===== config.mk =====
export PLATFORM = sky130hd
export DESIGN_NAME = circular_deque_engine
export DESIGN_NICKNAME = d
export VERILOG_FILES = /design/src/hdl/cdq_pkg.sv /design/src/hdl/cdq_cell.sv /design/src/hdl/circular_deque_engine.sv
export SDC_FILE = /design/constraint.sdc
export NUM_CORES = 1
export LEC_CHECK = 0
export BUFFER_PORTS_ARGS = -buffer_cell sky130_fd_sc_hd__buf_2
export CAP_MARGIN = 25
export CORE_MARGIN = 2
export CORE_UTILIZATION = 55
export DETAILED_ROUTE_END_ITERATION = 6
export GPL_ROUTABILITY_DRIVEN = 1
export PLACE_DENSITY_LB_ADDON = 0.12
export SKIP_LAST_GASP = 1
export SLEW_MARGIN = 20
export SYNTH_ARGS = -nofsm -noshare
export SYNTH_HDL_FRONTEND = slang
export SYNTH_HIERARCHICAL = 1
export SYNTH_SLANG_ARGS = --single-unit

===== constraint.sdc =====
create_clock -name clk -period 2.5 [get_ports clk]
set_clock_uncertainty 0.1 [all_clocks]
set_input_delay 0.375 -clock clk [delete_from_list [all_inputs] [get_ports clk]]
set_output_delay 0.375 -clock clk [all_outputs]
set_load 0.01 [all_outputs]

===== src/hdl/cdq_pkg.sv =====
// ============================================================================
// cdq_pkg: shared types and constants for the circular deque engine
// Holds the storage depth, the request and status codes, and the packed
// words that travel on the command, result and cell control paths.
// ============================================================================
`default_nettype none

package cdq_pkg;

    localparam int DEPTH       = 8;
    localparam int CNT_W       = $clog2(DEPTH + 1);
    localparam int DATA_W      = 32;
    localparam int OUT_CNT_W   = 4;

    localparam logic [1:0] REQ_PUSH_FRONT = 2'd0;
    localparam logic [1:0] REQ_PUSH_REAR  = 2'd1;
    localparam logic [1:0] REQ_POP_FRONT  = 2'd2;
    localparam logic [1:0] REQ_POP_REAR   = 2'd3;

    localparam logic [1:0] ST_DONE      = 2'd0;
    localparam logic [1:0] ST_OVERFLOW  = 2'd1;
    localparam logic [1:0] ST_UNDERFLOW = 2'd2;

    typedef logic signed [DATA_W-1:0] data_t;

    typedef struct packed {
        logic [1:0] req_type;
        data_t      item_value;
    } cmd_t;

    typedef struct packed {
        logic [1:0]           status;
        data_t                popped_value;
        logic [OUT_CNT_W-1:0] entry_count;
        logic                 is_empty;
        data_t                front_value;
        data_t                rear_value;
    } result_t;

    // one-hot per request; only raised when the request is legal
    typedef struct packed {
        logic push_front;
        logic push_rear;
        logic pop_front;
        logic pop_rear;
    } cell_ctl_t;

endpackage

`default_nettype wire


===== src/hdl/cdq_cell.sv =====
// ============================================================================
// cdq_cell: one slot of the deque chain
// Holds one word and its occupied flag; shifts toward either neighbor,
// loads at the rear boundary, and drops out when it is the last occupied slot.
// ============================================================================
`default_nettype none

module cdq_cell (
    input  wire                clk,
    input  wire                rst_n,
    input  cdq_pkg::cell_ctl_t ctl,
    input  cdq_pkg::data_t     item,
    input  cdq_pkg::data_t     left_data,
    input  wire                left_valid,
    input  cdq_pkg::data_t     right_data,
    input  wire                right_valid,
    output cdq_pkg::data_t     data,
    output logic               valid,
    output cdq_pkg::data_t     tap
);

    cdq_pkg::data_t data_reg, data_next;
    logic           valid_reg, valid_next;
    logic           is_rear;

    assign is_rear = valid_reg && !right_valid;

    always_comb
    begin
        data_next  = data_reg;
        valid_next = valid_reg;
        if (ctl.push_front)
        begin
            data_next  = left_data;
            valid_next = left_valid;
        end
        else if (ctl.push_rear)
        begin
            // first free slot after the occupied run
            if (!valid_reg && left_valid)
            begin
                data_next  = item;
                valid_next = 1'b1;
            end
        end
        else if (ctl.pop_front)
        begin
            data_next  = right_data;
            valid_next = right_valid;
        end
        else if (ctl.pop_rear)
        begin
            if (is_rear)
            begin
                valid_next = 1'b0;
            end
        end
    end

    always_ff @(posedge clk or negedge rst_n)
    begin
        if (!rst_n)
        begin
            valid_reg <= 1'b0;
        end
        else
        begin
            valid_reg <= valid_next;
        end
    end

    always_ff @(posedge clk)
    begin
        data_reg <= data_next;
    end

    assign data  = data_reg;
    assign valid = valid_reg;
    assign tap   = is_rear ? data_reg : '0;

endmodule

`default_nettype wire


===== src/hdl/circular_deque_engine.sv =====
// ============================================================================
// circular_deque_engine: double-ended queue of signed 32-bit words
// A row of DEPTH cells keeps the deque packed from cell 0 (front) onward.
// ============================================================================
//
// Usage:
//   Command channel: drive cmd and raise start; a word is taken at every
//   rising edge with start high and busy low. busy is always low, so one
//   request can be taken in every cycle.
//   Result channel: done is high for exactly one cycle, the cycle after the
//   request was taken; result is valid only in that cycle and must be
//   captured then, since the receiver has no way to stall it.
//   Throughput is one request per cycle: each request is a single shift or
//   load step across the cell row.
//   Push front shifts every cell one place toward the rear; push rear loads
//   the first free cell; pop front shifts toward the front; pop rear clears
//   the last occupied cell. Full pushes report overflow, empty pops report
//   underflow, and neither changes the contents.
//   Reset clears the occupied flags and the count; the deque starts empty.
//   front_value and rear_value are read from the cells in the done cycle,
//   so they show the state right after the request.
// ============================================================================
`default_nettype none

module circular_deque_engine (
    input  wire              clk,
    input  wire              rst_n,
    input  wire              start,
    output logic             busy,
    input  cdq_pkg::cmd_t    cmd,
    output logic             done,
    output cdq_pkg::result_t result
);

    localparam int N = cdq_pkg::DEPTH;

    cdq_pkg::cell_ctl_t            ctl;
    cdq_pkg::data_t                cell_data  [N];
    logic                          cell_valid [N];
    cdq_pkg::data_t                cell_tap   [N];
    cdq_pkg::data_t                rear_word;

    logic [cdq_pkg::CNT_W-1:0]     count_reg, count_next;
    logic                          done_reg;
    logic [1:0]                    status_reg, status_next;
    cdq_pkg::data_t                popped_reg, popped_next;

    logic                          is_push, is_full, is_empty_now, accept;

    assign busy         = 1'b0;
    assign accept       = start && !busy;
    assign is_push      = (cmd.req_type == cdq_pkg::REQ_PUSH_FRONT) ||
                          (cmd.req_type == cdq_pkg::REQ_PUSH_REAR);
    assign is_full      = (count_reg == cdq_pkg::CNT_W'(N));
    assign is_empty_now = (count_reg == '0);

    // rear word: the single occupied cell whose neighbor is free
    always_comb
    begin
        rear_word = '0;
        for (int i = 0; i < N; i++)
        begin
            rear_word = rear_word | cell_tap[i];
        end
    end

    // request decode, status and popped word
    always_comb
    begin
        ctl         = '0;
        status_next = cdq_pkg::ST_DONE;
        popped_next = '0;
        count_next  = count_reg;
        if (accept)
        begin
            if (is_push && is_full)
            begin
                status_next = cdq_pkg::ST_OVERFLOW;
            end
            else if (!is_push && is_empty_now)
            begin
                status_next = cdq_pkg::ST_UNDERFLOW;
            end
            else
            begin
                case (cmd.req_type)
                    cdq_pkg::REQ_PUSH_FRONT:
                    begin
                        ctl.push_front = 1'b1;
                        count_next     = count_reg + cdq_pkg::CNT_W'(1);
                    end
                    cdq_pkg::REQ_PUSH_REAR:
                    begin
                        ctl.push_rear = 1'b1;
                        count_next    = count_reg + cdq_pkg::CNT_W'(1);
                    end
                    cdq_pkg::REQ_POP_FRONT:
                    begin
                        ctl.pop_front = 1'b1;
                        popped_next   = cell_data[0];
                        count_next    = count_reg - cdq_pkg::CNT_W'(1);
                    end
                    cdq_pkg::REQ_POP_REAR:
                    begin
                        ctl.pop_rear = 1'b1;
                        popped_next  = rear_word;
                        count_next   = count_reg - cdq_pkg::CNT_W'(1);
                    end
                    default:
                    begin
                        ctl = '0;
                    end
                endcase
            end
        end
    end

    // the cell row
    for (genvar g = 0; g < N; g++)
    begin : g_cell
        cdq_pkg::data_t l_data, r_data;
        logic           l_valid, r_valid;

        if (g == 0)
        begin : g_first
            assign l_data  = cmd.item_value;
            assign l_valid = 1'b1;
        end
        else
        begin : g_mid_l
            assign l_data  = cell_data[g-1];
            assign l_valid = cell_valid[g-1];
        end

        if (g == N - 1)
        begin : g_last
            assign r_data  = '0;
            assign r_valid = 1'b0;
        end
        else
        begin : g_mid_r
            assign r_data  = cell_data[g+1];
            assign r_valid = cell_valid[g+1];
        end

        cdq_cell u_cell (
            .clk         (clk),
            .rst_n       (rst_n),
            .ctl         (ctl),
            .item        (cmd.item_value),
            .left_data   (l_data),
            .left_valid  (l_valid),
            .right_data  (r_data),
            .right_valid (r_valid),
            .data        (cell_data[g]),
            .valid       (cell_valid[g]),
            .tap         (cell_tap[g])
        );
    end

    always_ff @(posedge clk or negedge rst_n)
    begin
        if (!rst_n)
        begin
            count_reg <= '0;
            done_reg  <= 1'b0;
        end
        else
        begin
            count_reg <= count_next;
            done_reg  <= accept;
        end
    end

    always_ff @(posedge clk)
    begin
        status_reg <= status_next;
        popped_reg <= popped_next;
    end

    assign done                = done_reg;
    assign result.status       = status_reg;
    assign result.popped_value = popped_reg;
    assign result.entry_count  = cdq_pkg::OUT_CNT_W'(count_reg);
    assign result.is_empty     = is_empty_now;
    assign result.front_value  = is_empty_now ? '0 : cell_data[0];
    assign result.rear_value   = is_empty_now ? '0 : rear_word;

endmodule

`default_nettype wire


==> impl_metrics.sql <==
INSERT INTO impl_metrics (metric_group, metric, value, unit) VALUES
('worst_setup_path', 'endpoint_kind', 'output port', ''),
('synth', 'synthCells', '1792', ''),
('clocking', 'worst_setup_hold_path_clk_slew', '60', 'ps'),
('power', 'pwr_density_cell', '1030', 'nW/um^2'),
('worst_setup_path', 'reg2regPathDepth', '7', ''),
('place', 'placed_wire_length_estimate', '30.4', 'mm'),
('layout', 'largest_reg_flops', '256', ''),
('worst_setup_path', 'setup.worst_path.class', 'reg2out', ''),
('power', 'vdd_ir_drop_max', '0.582', 'mV'),
('synth', 'post_synth_and_or_nand_nor_area_fraction', '22.4', '%'),
('clocking', 'htree_levels', '2', ''),
('layout', 'commonest_cells_after_routing_fill_and_taps_aside', '265 x nand2_1, 264 x o21ai_0, 256 x mux2i_1, 256 x edfxtp_1, 231 x and2_1', ''),
('floorplanning', 'initial_utilization', '56.0', '%'),
('grt', 'antenna_found_initial', '3', ''),
('routing', 'post-route-drc-count', '0', ''),
('floorplanning', 'floorplan.die.width', '184', 'um'),
('grt', 'wire_length_of_the_first_global_routing_pass', '77.3', 'mm'),
('clocking', 'ctsLongestPathBuffers', '3', ''),
('worst_setup_path', 'regToRegSetupSlack', '-60', 'ps'),
('worst_hold_path', 'min-delay-path-class', 'in2reg', ''),
('place', 'port_buffer_count', '140', ''),
('timing', 'timing_worst_slew_pin_value', '593', 'ps'),
('clocking', 'clock_sink_count', '303', ''),
('synth', 'synth_mux_area_share', '14.5', '%'),
('clocking', 'clock_latency', '520', 'ps'),
('place', 'gp_routability_congestion', '0.801', ''),
('routing', 'drt.antenna.violating_nets', '0', ''),
('synth', 'synth-adder-area-share', '0.253', '%'),
('worst_setup_path', 'r2r-end', 'g_cell[4].u_cell/data[15]', ''),
('worst_setup_path', 'cp-startpoint', 'g_cell[4].u_cell/valid', ''),
('worst_setup_path', 'cp_max_fo', '6', ''),
('worst_setup_path', 'reg2reg_from', 'count_reg[0]', ''),
('floorplanning', 'rows', '65', ''),
('synth', 'yosysWarningCount', '6', ''),
('worst_setup_path', 'worstPathArrival', '2300', 'ps'),
('worst_setup_path', 'crit_path_end', 'result[31]', ''),
('synth', 'netlist-cell-type-count', '34', ''),
('clocking', 'tritoncts', 'yes', ''),
('timing', 'hold_slack', '161', 'ps'),
('routing', 'postRouteWirelength', '51.6', 'mm'),
('synth', 'ys_seq_elements', '303', ''),
('timing', 'period_share', '111', '%'),
('layout', 'layout_commonest_cell', 'nand2_1', ''),
('run_status', 'failed_checks', 'setup timing', ''),
('timing', 'slew_violations', '0', ''),
('layout', 'nNetsFinal', '2075', ''),
('timing', 'rsz0062_at_grt', 'true', ''),
('flow_run', 'maxCapViolations', '0', ''),
('power', 'power', '22.8', 'mW'),
('floorplanning', 'core_region_area', '31700', 'sq um'),
('place', 'dp_worst_setup_slack', '42.8', 'ps'),
('timing', 'fmax', '360', 'MHz'),
('routing', 'drt-initial-drc-count', '1554', ''),
('floorplanning', 'design.die.area', '33800', 'sq um'),
('worst_setup_path', 'crit_path_launch_type', 'flop', ''),
('routing', 'drtPass1Iterations', '7', ''),
('grt', 'maximum_number_of_pins_on_one_net_before_global_route_repair', '119', ''),
('power', 'leakagePower', '8.07', 'nW'),
('synth', 'synth_area_per_cell', '9.92', 'sq um'),
('layout', 'drive_above_1_share', '24.2', '%'),
('grt', 'grt_util_all_layers', '29.4', '%'),
('run_status', 'outcome', 'complete, but fails checks', ''),
('timing', 'post-route-worst-setup-slack', '-280', 'ps'),
('clocking', 'number_of_buffers_created_by_cts', '36', ''),
('floorplanning', 'dieHeight', '184', 'um'),
('timing', 'max-slew-margin-rel', '59.4', '%'),
('routing', 'routed-via-count', '14700', ''),
('grt', 'globalRoute.totalOverflow', '0', ''),
('synth', 'netlist_area', '17800', 'sq um'),
('synth', 'ys_seq_area_share', '48.9', '%'),
('synth', 'synth_compound_area_share', '10.0', '%'),
('timing', 'timing.final.setup_violations', '53', ''),
('timing', 'min_period', '2780', 'ps'),
('worst_setup_path', 'worstPathRequired', '2030', 'ps'),
('routing', 'drt-wirelength-per-cell', '20.9', 'um'),
('clocking', 'cts_root_buffer', 'clkbuf_16', ''),
('synth', 'post_synthesis_xor_xnor_area_fraction', '0.197', '%'),
('routing', 'post_drt_via_cell_ratio', '5.96', ''),
('floorplanning', 'i_o_pin_count', '142', ''),
('synth', 'synth_top_family_by_area', 'simple AND/OR/NAND/NOR gates', ''),
('layout', 'area_growth', '24.6', '%'),
('grt', 'first_global_vias', '13800', ''),
('timing', 'hold_viol_final', '0', '');
[repair_timing]
| item | in CTS | in global routing |
|---|---|---|
| pin swaps | 65 | 60 |
| hold buffers | 2 | 0 |
| gates resized for setup | 139 | 63 |
| hold endpoints to repair | 14 | 0 |
| setup endpoints to repair | 52 | 148 |
| gates cloned | 7 | 7 |
| buffers inserted | 35 | 18 |
[power by group]
group | switching (mW) | internal [mW] | leakage, nW
clock | 2.12 | 2.92 | 0.547
sequential | 0.609 | 6.63 | 2.83
combinational | 5.30 | 5.24 | 4.69
[worst min-delay path by stage]
stage	start	slack, ps	endpoint	cells past startpoint
after floorplan	rst_n	-20	count_reg[0]	0
after global placement	rst_n	220	done	1
after detailed placement	rst_n	220	done	1
after CTS	cmd[32]	140	popped_reg[29]	2
after global routing	cmd[32]	190	popped_reg[29]	2
final	cmd[24]	160	g_cell[0].u_cell/data[24]	3
[kinds of logic (layout without fill, tap and decap cells)]
family | Yosys count | count (layout)
DFF | 303 | 303
other | 2 | 41
AOI/OAI and AO/OA | 323 | 323
xor gates and xnor gates | 4 | 4
adders and majority gates | 3 | 3
muxes | 258 | 258
buffers and inverters | 141 | 368
and+or+nand+nor | 758 | 765
[Yosys cell counts]
cell type	instances	area share (%)
buf_6	8	0.51
nor2_1	98	2.1
mux2i_1	256	14
a21oi_1	9	0.25
ha_1	2	0.14
dfxtp_1	34	3.8
edfxtp_1	256	43
mux2_2	2	0.13
xor2_1	2	0.099
a2111oi_0	8	0.39
o21ai_0	264	7.4
or4_1	64	2.7
nand3_1	1	0.028
fa_1	1	0.11
and3b_1	9	0.44
o41ai_4	1	0.15
buf_4	2	0.084
and2_1	256	9.0
a211oi_1	32	1.4
nor4_2	1	0.070
nor3_1	2	0.056
dfrtp_1	13	1.8
a21boi_0	1	0.042
and3_1	4	0.14
nand2_1	265	5.6
xnor2_1	2	0.099
o22a_1	8	0.39
inv_1	9	0.19
nor2b_1	49	1.7
or3_4	8	0.51
conb_1	2	0.042
buf_2	40	1.1
nand3b_1	1	0.042
clkbuf_1	82	1.7
[final cells by class]
class,count,area [sq um]
fillers,2377,9580
multi-input cells,1391,9280
flip-flops and latches,303,8700
repair buffers,294,2510
clock buffers,45,956
well taps,402,503
clock inverters,20,148
inverters,9,33.8
diodes,3,7.51
[metrics by stage]
step	util, %	area (sq um)	std cells	setup TNS, ps
floorplan	-	17900	1828	0
global placement	62.0	19700	2330	0
detailed placement	62.0	19700	2330	0
CTS	68.3	21600	2439	-8440
global route	69.8	22100	2465	-22860
finish	69.8	22100	2467	-8950
[critical path: stages (launching register included)]
cell	delay (ps)
dfrtp_1	420
nor2b_4	220
clkbuf_16	190
and2_4	130
or4_4	490
nor2_4	150
nor2_1	50
buf_2	130
[routing by layer]
layer | track usage, % | up-vias | wire length, um
met5 | 0 | - | 0
li1 | - | 6843 | -
met2 | 47.2 | 616 | 24100
met4 | 9.60 | 0 | 1280
met1 | 41.5 | 7147 | 22700
met3 | 3.72 | 87 | 3550
No activity file was read; power rests on OpenSTA's default activity.
